==> src/hdl/zrle_pkg.sv <==
// Package for the zero run-length encoder.
// Holds the payload structs and shared constants; no dependencies.
package zrle_pkg;

  localparam int unsigned SymW = 16;
  localparam int unsigned CntW = 16;

  localparam logic [SymW-1:0] ZeroRunMaxReset = '1;
  localparam logic [CntW-1:0] FillerSat       = '1;

  // Input transaction as held in the input register
  typedef struct packed {
    logic [SymW-1:0] symbol_in;
    logic            end_of_stream;
  } zrle_in_t;

  // Result transaction
  typedef struct packed {
    logic [CntW-1:0] filler_pairs;
    logic [SymW-1:0] symbol_out;
    logic [CntW-1:0] zero_count;
    logic            pair_valid;
    logic            stream_done;
  } zrle_out_t;

endpackage

==> src/hdl/zrle_in_if.sv <==
// Symbol channel interface of the zero run-length encoder.
// Depends on nothing; carries valid, ready and the symbol payload.
interface zrle_in_if;
  logic        valid;
  logic        ready;
  logic [15:0] symbol_in;
  logic        end_of_stream;

  modport source (output valid, output symbol_in, output end_of_stream, input ready);
  modport sink   (input valid, input symbol_in, input end_of_stream, output ready);
endinterface

==> src/hdl/zrle_out_if.sv <==
// Result channel interface of the zero run-length encoder.
// Depends on nothing; carries valid, ready and the pair payload.
interface zrle_out_if;
  logic        valid;
  logic        ready;
  logic [15:0] filler_pairs;
  logic [15:0] symbol_out;
  logic [15:0] zero_count;
  logic        pair_valid;
  logic        stream_done;

  modport source (output valid, output filler_pairs, output symbol_out,
                  output zero_count, output pair_valid, output stream_done,
                  input ready);
  modport sink   (input valid, input filler_pairs, input symbol_out,
                  input zero_count, input pair_valid, input stream_done,
                  output ready);
endinterface

==> src/hdl/zero_run_length_encoder_core.sv <==
// Zero run-length encoder: symbols in, (fillers, symbol, zeros) pairs out.
// Each symbol passes the input register, then its result is held in the result register.
// Throughput: one symbol per cycle unless a result is due and the output is full;
// the run count update and max-run compare sit in the single stage between registers.
// Reset (rst_n low, synchronous) empties both stages, clears the run and
// filler counts and sets the maximum run to 65535.
module zero_run_length_encoder_core
  import zrle_pkg::*;
(
  input  logic            clk,
  input  logic            rst_n,
  input  logic            cfg_we,
  input  logic [SymW-1:0] cfg_wdata,
  zrle_in_if.sink         in_ch,
  zrle_out_if.source      out_ch
);

  logic      s1_valid, s1_take, res_load, out_free;
  zrle_in_t  s1_data;
  zrle_out_t res_data;

  zrle_in_stage u_in_stage (
    .clk      (clk),
    .rst_n    (rst_n),
    .in_ch    (in_ch),
    .s1_take  (s1_take),
    .s1_valid (s1_valid),
    .s1_data  (s1_data)
  );

  zrle_run_logic u_run_logic (
    .clk       (clk),
    .rst_n     (rst_n),
    .cfg_we    (cfg_we),
    .cfg_wdata (cfg_wdata),
    .s1_valid  (s1_valid),
    .s1_data   (s1_data),
    .out_free  (out_free),
    .s1_take   (s1_take),
    .res_load  (res_load),
    .res_data  (res_data)
  );

  zrle_out_stage u_out_stage (
    .clk      (clk),
    .rst_n    (rst_n),
    .res_load (res_load),
    .res_data (res_data),
    .out_free (out_free),
    .out_ch   (out_ch)
  );

endmodule

==> src/hdl/zrle_in_stage.sv <==
// Input register stage of the zero run-length encoder.
// Depends on zrle_pkg and zrle_in_if.
module zrle_in_stage
  import zrle_pkg::*;
(
  input  logic         clk,
  input  logic         rst_n,
  zrle_in_if.sink      in_ch,
  input  logic         s1_take,
  output logic         s1_valid,
  output zrle_in_t     s1_data
);

  logic     s1_valid_r, s1_valid_nxt;
  zrle_in_t s1_data_r;
  logic     in_fire;

  // Accept when empty or when the held transaction moves on this cycle
  assign in_ch.ready  = !s1_valid_r || s1_take;
  assign in_fire      = in_ch.valid && in_ch.ready;
  assign s1_valid_nxt = in_fire || (s1_valid_r && !s1_take);

  always_ff @(posedge clk) begin
    if (!rst_n) begin
      s1_valid_r <= 1'b0;
    end else begin
      s1_valid_r <= s1_valid_nxt;
    end
  end

  // Capture payload on accept
  always_ff @(posedge clk) begin
    if (in_fire) begin
      s1_data_r.symbol_in     <= in_ch.symbol_in;
      s1_data_r.end_of_stream <= in_ch.end_of_stream;
    end
  end

  assign s1_valid = s1_valid_r;
  assign s1_data  = s1_data_r;

endmodule

==> src/hdl/zrle_run_logic.sv <==
// Run counting and pair forming for the zero run-length encoder.
// Depends on zrle_pkg; holds the run state and the maximum-run register.
module zrle_run_logic
  import zrle_pkg::*;
(
  input  logic            clk,
  input  logic            rst_n,
  input  logic            cfg_we,
  input  logic [SymW-1:0] cfg_wdata,
  input  logic            s1_valid,
  input  zrle_in_t        s1_data,
  input  logic            out_free,
  output logic            s1_take,
  output logic            res_load,
  output zrle_out_t       res_data
);

  logic [SymW-1:0] zero_run_max_r;
  logic [CntW-1:0] run_cnt_r, run_cnt_nxt;
  logic [CntW-1:0] fill_cnt_r, fill_cnt_nxt;
  logic [CntW:0]   run_inc;
  logic            is_zero, over, has_result;

  // Hold the maximum-run register
  always_ff @(posedge clk) begin
    if (!rst_n) begin
      zero_run_max_r <= ZeroRunMaxReset;
    end else if (cfg_we) begin
      zero_run_max_r <= cfg_wdata;
    end
  end

  assign is_zero    = (s1_data.symbol_in == '0);
  assign run_inc    = {1'b0, run_cnt_r} + {{CntW{1'b0}}, 1'b1};
  assign over       = run_inc > {1'b0, zero_run_max_r};
  assign has_result = !is_zero || s1_data.end_of_stream;

  // Advance unless a result is due and the output register is full
  assign s1_take  = s1_valid && (!has_result || out_free);
  assign res_load = s1_take && has_result;

  // Next state and result
  always_comb begin
    run_cnt_nxt  = '0;
    fill_cnt_nxt = '0;
    res_data     = '0;
    if (is_zero) begin
      if (!s1_data.end_of_stream) begin
        run_cnt_nxt  = over ? '0 : run_inc[CntW-1:0];
        fill_cnt_nxt = (over && fill_cnt_r != FillerSat) ? fill_cnt_r + 1'b1 : fill_cnt_r;
      end
      // Bare end marker: drop trailing fillers and zeros
      res_data.stream_done = 1'b1;
    end else begin
      res_data.filler_pairs = fill_cnt_r;
      res_data.symbol_out   = s1_data.symbol_in;
      res_data.zero_count   = run_cnt_r;
      res_data.pair_valid   = 1'b1;
      res_data.stream_done  = s1_data.end_of_stream;
    end
  end

  always_ff @(posedge clk) begin
    if (!rst_n) begin
      run_cnt_r  <= '0;
      fill_cnt_r <= '0;
    end else if (s1_take) begin
      run_cnt_r  <= run_cnt_nxt;
      fill_cnt_r <= fill_cnt_nxt;
    end
  end

endmodule

==> src/hdl/zrle_out_stage.sv <==
// Result register stage of the zero run-length encoder.
// Depends on zrle_pkg and zrle_out_if.
module zrle_out_stage
  import zrle_pkg::*;
(
  input  logic        clk,
  input  logic        rst_n,
  input  logic        res_load,
  input  zrle_out_t   res_data,
  output logic        out_free,
  zrle_out_if.source  out_ch
);

  logic      out_valid_r, out_valid_nxt;
  zrle_out_t out_data_r;

  // Free when empty or when the held transaction leaves this cycle
  assign out_free      = !out_valid_r || out_ch.ready;
  assign out_valid_nxt = res_load || (out_valid_r && !out_ch.ready);

  always_ff @(posedge clk) begin
    if (!rst_n) begin
      out_valid_r <= 1'b0;
    end else begin
      out_valid_r <= out_valid_nxt;
    end
  end

  always_ff @(posedge clk) begin
    if (res_load) begin
      out_data_r <= res_data;
    end
  end

  assign out_ch.valid        = out_valid_r;
  assign out_ch.filler_pairs = out_data_r.filler_pairs;
  assign out_ch.symbol_out   = out_data_r.symbol_out;
  assign out_ch.zero_count   = out_data_r.zero_count;
  assign out_ch.pair_valid   = out_data_r.pair_valid;
  assign out_ch.stream_done  = out_data_r.stream_done;

endmodule

==> src/flat_wrapper.sv <==
// flat-port wrapper written by rule: the top's interface ports become plain ports
module zero_run_length_encoder_core_flat import zrle_pkg::*;
  (clk, rst_n, cfg_we, cfg_wdata, in_ch_valid, in_ch_symbol_in, in_ch_end_of_stream, in_ch_ready, out_ch_valid, out_ch_filler_pairs, out_ch_symbol_out, out_ch_zero_count, out_ch_pair_valid, out_ch_stream_done, out_ch_ready);
  zrle_in_if in_ch_i ();
  zrle_out_if out_ch_i ();
  input  logic clk;
  input  logic rst_n;
  input  logic cfg_we;
  input  logic [SymW-1:0] cfg_wdata;
  input wire logic [$bits(in_ch_i.valid)-1:0] in_ch_valid;
  input wire logic [$bits(in_ch_i.symbol_in)-1:0] in_ch_symbol_in;
  input wire logic [$bits(in_ch_i.end_of_stream)-1:0] in_ch_end_of_stream;
  output wire logic [$bits(in_ch_i.ready)-1:0] in_ch_ready;
  output wire logic [$bits(out_ch_i.valid)-1:0] out_ch_valid;
  output wire logic [$bits(out_ch_i.filler_pairs)-1:0] out_ch_filler_pairs;
  output wire logic [$bits(out_ch_i.symbol_out)-1:0] out_ch_symbol_out;
  output wire logic [$bits(out_ch_i.zero_count)-1:0] out_ch_zero_count;
  output wire logic [$bits(out_ch_i.pair_valid)-1:0] out_ch_pair_valid;
  output wire logic [$bits(out_ch_i.stream_done)-1:0] out_ch_stream_done;
  input wire logic [$bits(out_ch_i.ready)-1:0] out_ch_ready;
  assign in_ch_i.valid = in_ch_valid;
  assign in_ch_i.symbol_in = in_ch_symbol_in;
  assign in_ch_i.end_of_stream = in_ch_end_of_stream;
  assign in_ch_ready = in_ch_i.ready;
  assign out_ch_valid = out_ch_i.valid;
  assign out_ch_filler_pairs = out_ch_i.filler_pairs;
  assign out_ch_symbol_out = out_ch_i.symbol_out;
  assign out_ch_zero_count = out_ch_i.zero_count;
  assign out_ch_pair_valid = out_ch_i.pair_valid;
  assign out_ch_stream_done = out_ch_i.stream_done;
  assign out_ch_i.ready = out_ch_ready;
  zero_run_length_encoder_core u_core (.clk(clk), .rst_n(rst_n), .cfg_we(cfg_we), .cfg_wdata(cfg_wdata), .in_ch(in_ch_i), .out_ch(out_ch_i));
endmodule
==> config.mk <==
export PLATFORM = sky130hd
export DESIGN_NAME = zero_run_length_encoder_core_flat
export DESIGN_NICKNAME = d
export VERILOG_FILES = /design/src/hdl/zrle_pkg.sv /design/src/hdl/zrle_in_if.sv /design/src/hdl/zrle_out_if.sv /design/src/hdl/zero_run_length_encoder_core.sv /design/src/hdl/zrle_in_stage.sv /design/src/hdl/zrle_run_logic.sv /design/src/hdl/zrle_out_stage.sv /design/src/flat_wrapper.sv
export SDC_FILE = /design/constraint.sdc
export NUM_CORES = 1
export LEC_CHECK = 0
export BUFFER_PORTS_ARGS = -buffer_cell sky130_fd_sc_hd__buf_2
export CORE_MARGIN = 2
export CORE_UTILIZATION = 60
export CTS_BUF_LIST = sky130_fd_sc_hd__clkbuf_8
export DETAILED_ROUTE_END_ITERATION = 7
export PLACE_DENSITY_LB_ADDON = 0.25
export SLEW_MARGIN = 40
export SYNTH_ARGS = -nofsm -noshare
export SYNTH_HDL_FRONTEND = slang
export SYNTH_HIERARCHICAL = 1
export SYNTH_SLANG_ARGS = --single-unit
==> constraint.sdc <==
create_clock -name clk -period 11.35 [get_ports clk]
set_input_delay 2.27 -clock clk [delete_from_list [all_inputs] [get_ports clk]]
set_output_delay 2.27 -clock clk [all_outputs]
set_load 0.02 [all_outputs]
== After elaboration in Yosys (flattened, before gate mapping) ==
Cells that the tools add are included.

* Add/subtract/negate cells: 2
* Magnitude comparators: 1
* Equality and inequality tests: 2
* Multiplexer cells: 7
* Reductions and logical operators: 20

{| class="wikitable"
|+ Operators with widths
! operator !! number
|-
| $mux 16 || 6
|-
| $add 16x1->17 const B || 1
|-
| $gt 17x16->1 || 1
|-
| $add 16x1->16 const B || 1
|-
| $logic_not 16->1 || 1
|-
| $ne 16x16->1 const B || 1
|-
| $logic_and 1x1->1 || 6
|-
| $logic_not 1->1 || 6
|-
| $logic_or 1x1->1 || 6
|-
| $ne 3x1->1 const B || 1
|-
| $reduce_and 2->1 || 1
|-
| $mux 1 || 1
|}

* Register bits: 117
* Input bits: 38
* Logic and storage cells: 44

== Longest topological paths before layout ==
* Depth after elaboration: 9
* Depth in mapped cells: 15
* Depth with buffers taken out: 14

== Cells and area by module ==
The synthesis kept the hierarchy.

{| class="wikitable"
|+ By module, submodules not included
! module !! instances !! cells each !! area an instance (um^2) !! seq. area each (um^2)
|-
| zrle_run_logic || 1 || 392 || 3,036.7 || 960.9
|-
| zrle_out_stage || 1 || 54 || 1,550.2 || 1,521.5
|-
| zrle_in_stage || 1 || 22 || 568.0 || 530.5
|}

== Worst setup path before layout ==
OpenSTA, ideal clock, no wires.

* Kind: input port to output port
* Start: in out_ch_ready
* End: out in_ch_ready
* Arrival: 3,137 ps
* Required time: 9,080 ps
* Slack: 5,943 ps
* Stages on the path: 5
* Cells stage by stage: nand2b_4 > o21ai_1 > clkbuf_1 > inv_1 > nand2b_4

* Cells in the longest elaborated chain, start to end: 4

{| class="wikitable"
|+ Ends and longest elaborated chain
! element !! RTL line !! RTL
|-
| start, declared || flat_wrapper.sv:20 || <nowiki>input wire logic [$bits(out_ch_i.ready)-1:0] out_ch_ready;</nowiki>
|-
| $logic_or 1x1->1 || zrle_out_stage.sv:18 || <nowiki>assign out_free = !out_valid_r || out_ch.ready;</nowiki>
|-
| $logic_or 1x1->1 || zrle_run_logic.sv:39 || <nowiki>assign s1_take = s1_valid && (!has_result || out_free);</nowiki>
|-
| $logic_and 1x1->1 || zrle_run_logic.sv:39 ||
|-
| via u_core.s1_take || zero_run_length_encoder_core.sv:18 || <nowiki>logic s1_valid, s1_take, res_load, out_free;</nowiki>
|-
| $logic_or 1x1->1 || zrle_in_stage.sv:19 || <nowiki>assign in_ch.ready = !s1_valid_r || s1_take;</nowiki>
|-
| end, declared || flat_wrapper.sv:13 || <nowiki>output wire logic [$bits(in_ch_i.ready)-1:0] in_ch_ready;</nowiki>
|}

The timed path passes the listed nets, and every way through them passes these cells.

== Worst setup path in the final report ==
* Start: in out_ch_ready
* End: out in_ch_ready

* Cells in the longest elaborated chain, start to end: 4

{| class="wikitable"
|+ Ends and longest elaborated chain
! element !! RTL line
|-
| $logic_or 1x1->1 || zrle_out_stage.sv:18
|-
| via u_core.out_free || zero_run_length_encoder_core.sv:18
|-
| $logic_or 1x1->1 || zrle_run_logic.sv:39
|-
| $logic_and 1x1->1 || zrle_run_logic.sv:39
|-
| via u_core.s1_take || zero_run_length_encoder_core.sv:18
|-
| $logic_or 1x1->1 || zrle_in_stage.sv:19
|}

The timed path passes the listed nets, and every way through them passes these cells.

==> results.md <==
- # nets final: 595
- Multi-input logic area: 1900 um2
- Most frequent cell after synthesis: edfxtp_1
- DRT Pass-1 Iters: 6
- Initial antenna violation count: 0
- Clock power share: 40.1%
- Synthesized Nets: 524
- Layout cells sized above 1: 24.8%
- Setup Buffers After CTS: 0
- Clock insertion delay at the later pin of the skew report: 0.43 ns
- Hold slack: 0.448 ns
- Via density: 5.65
- Status: finished, final reports clean
- Chip Height: 96.7 um
- DR iter-0 viols: 206
- RSZ-0062 raised after global routing: false
- Int Pwr: 0.000667 W
- R2R Path Start: u_core/u_run_logic/run_cnt_r[2]$_SDFFE_PN0P_
- Min-delay src: u_core/u_in_stage/s1_data[15]$_DFFE_PP_
- Slew @ Worst Pin: 0.767 ns
- First-pass GRT wire length: 17100 um
- Total CTS buffers: 17
- Reg area: 3010 um2
- GP Congestion: 0.879
- Max H-tree Level: 4
- CTS root buffer: clkbuf_8
- Post-route ant nets: 0
- Combinational cell fraction of total power: 6.8%
- Gr usage total: 23.0%
- Top post-synthesis cells by area: edfxtp_1 (39%), dfxtp_1 (19%), ha_1 (4.4%)
- Post-synthesis instance total: 468
- Worst Hold Class: flop to flop
- Setup TNS: 0 ns
- Slew Viols, Final: 0
- Share of the synthesized area in the top cell type: 39.0%
- DP Wirelength: 7130 um
- Crit-path max FO: 13
- Yosys warning count: 6
- Most area-hungry cell type in the Yosys netlist: edfxtp_1
- DR vias: 3710
- Req. time, crit path: 9.08 ns
- Input/output buffers: 89
- Period utilization: 50.6%
- Die footprint: 9350 um2
- Ant diodes: 0
- Final setup vio count: 0
- Sw Share: 25.6%
- DRC viols: 0
- Total gr overflow: 0
- Max cap viols: 0
- Dominant synthesized flop cell: edfxtp_1
- Drt wl/cell: 16.0 um
- Power per cell area: 150 nW/um2
- Final WL: 10500 um
- Reg-to-reg slack, setup: 6.93 ns
- Number of synthesized flops with an enable pin: 67
- Synth Cell Area: 5150 um2
- Area Overhead vs Synth: 16.0%
- CTS tree: done
- Worst-path clk slew: 0.08 ns
- Clock skew: 0.0108 ns
- Fmax: 0.174 GHz
- Syn_area_per_cell: 11.0 um2
- Worst Path Arrival: 3.48 ns
- Die width: 96.7 um
- Sequential cell area fraction in the yosys report: 58.4%
- Clk buf depth: 2
- Worst Setup SP: out_ch_ready
- Worst setup EP type: primary output
- Startpoint Class: input port
- Core footprint: 8260 um2
- Slew HR: 48.9%
- Post-synthesis cell type count: 45
- Peak supply drop: 74.8 uV
- Synth Register Bits: 117
- Most frequent cells after synthesis: edfxtp_1 (67), dfxtp_1 (50), nand2_1 (37), and2_1 (34), clkbuf_1 (31)
- Largest net degree at the start of global routing: 49
- CTS Hold Buffers Added: 0
- Post-CTS sizing: 0
- Asr flop ratio synth: 0%
- Switching power: 0.000229 W
- Clk sink count: 117
- Total leakage power: 2.42 nW
- Final Hold Fails: 0
- Sequential Power Share: 53.0%
- # rows: 33
- Final min period: 5.75 ns
- Setup CP Type: input port to primary output
- Initial Utilization: 62.4%
- Fillers: 584
- Vias in the first global route: 3495
- I/O pin total: 90
[path summary, 6_finish.rpt]
path	to	cells past startpoint
setup / recovery	in_ch_ready	6
hold / removal	u_core/u_out_stage/out_ch.symbol_out[14]$_DFFE_PP_	0
setup reg to reg	u_core/u_run_logic/fill_cnt_r[7]$_SDFFE_PN0P_	13
hold reg to reg	u_core/u_out_stage/out_ch.symbol_out[14]$_DFFE_PP_	0
[state kept, by name, summed over array words and instances, names as in the netlist]
| signal | cells |
|---|---|
| u_core/u_in_stage/s1_data | 17 |
| u_core/u_in_stage/s1_valid | 1 |
| u_core/u_out_stage/out_ch.filler_pairs | 16 |
| u_core/u_out_stage/out_ch.pair_valid | 1 |
| u_core/u_out_stage/out_ch.stream_done | 1 |
| u_core/u_out_stage/out_ch.symbol_out | 16 |
| u_core/u_out_stage/out_ch.valid | 1 |
| u_core/u_out_stage/out_ch.zero_count | 16 |
| u_core/u_run_logic/fill_cnt_r | 16 |
| u_core/u_run_logic/run_cnt_r | 16 |
| u_core/u_run_logic/zero_run_max_r | 16 |
[stage by stage]
stage	worst slack [ns]	std cells	total power (W)	area [um2]	utilization, %
detailed placement	5.37	625	0.000546	5590	67.7
global route	5.49	657	0.000932	5980	72.4
CTS	5.36	657	0.000904	5980	72.4
finish	5.60	657	0.000897	5980	72.4
global placement	5.40	625	0.000543	5590	67.7
floorplan	5.94	468	0.000524	5150	-
[power by group through the flow]
| stage | Combinational [W] | Sequential, W | Clock [W] |
|---|---|---|---|
| 4_1_cts | 0.0000616 | 0.000476 | 0.000367 |
| 3_5_place_dp | 0.0000611 | 0.000485 | 0 |
| 3_3_place_gp | 0.0000593 | 0.000484 | 0 |
| 6_report | 0.0000611 | 0.000476 | 0.000360 |
| 5_1_grt | 0.0000666 | 0.000477 | 0.000388 |
| 2_1_floorplan | 0.0000261 | 0.000498 | 0 |
[placed cells by master (no fill, tap or decap), types with 4 or more instances in the layout]
cell type  instances
nand2_1           37
o21ai_1            7
nor4_1             8
nand4_1           12
o211ai_1          16
a31oi_1           10
clkbuf_8          17
dfxtp_1           50
o31ai_1            5
ha_1              18
inv_1             26
xor2_1             7
xnor2_1            8
clkinv_4           4
and3_1             8
a21oi_1            7
nor3_1             4
nor2b_1           11
and2_1            34
mux2i_1            6
edfxtp_1          67
buf_2             89
nor2_1            17
o21ai_0           16
a22oi_1            9
nand3_1           22
[kinds of logic after synthesis]
logic type | count (synthesis) | share of synthesized area, %
AND/OR/NAND/NOR | 163 | 16.9
flip-flops | 117 | 58.4
AO/OA/AOI/OAI | 84 | 11.5
buffers and inverters | 65 | 5.05
adder cells (fa/ha/maj) | 18 | 4.37
XOR/XNOR | 15 | 2.55
multiplexers | 6 | 1.17
[area by class of cell]
cell class / count / area share [%]
clock buffer: 17 / 3.91
clock inverter: 15 / 2.47
inverter: 26 / 1.63
multi-input combinational: 286 / 31.7
sequential: 117 / 50.4
tap: 105 / 2.20
timing repair buffer: 91 / 7.70
[critical path, cell delays in order]
cell and delay [ns]:
buf_2 0.11, nand2b_4 0.15, o21ai_2 0.49, inv_1 0.11
nand2b_4 0.18, buf_2 0.18
[layer usage]
metal / routed length, um / vias up / global-route usage (%)
met2: 4810 / 156 / 35.2
met4: 135 / 0 / 8.02
met3: 698 / 24 / 7.01
li1: - / 1826 / -
met5: 0 / - / 0
met1: 4840 / 1704 / 31.5
Note: power is estimated with default switching activity, not from simulation.
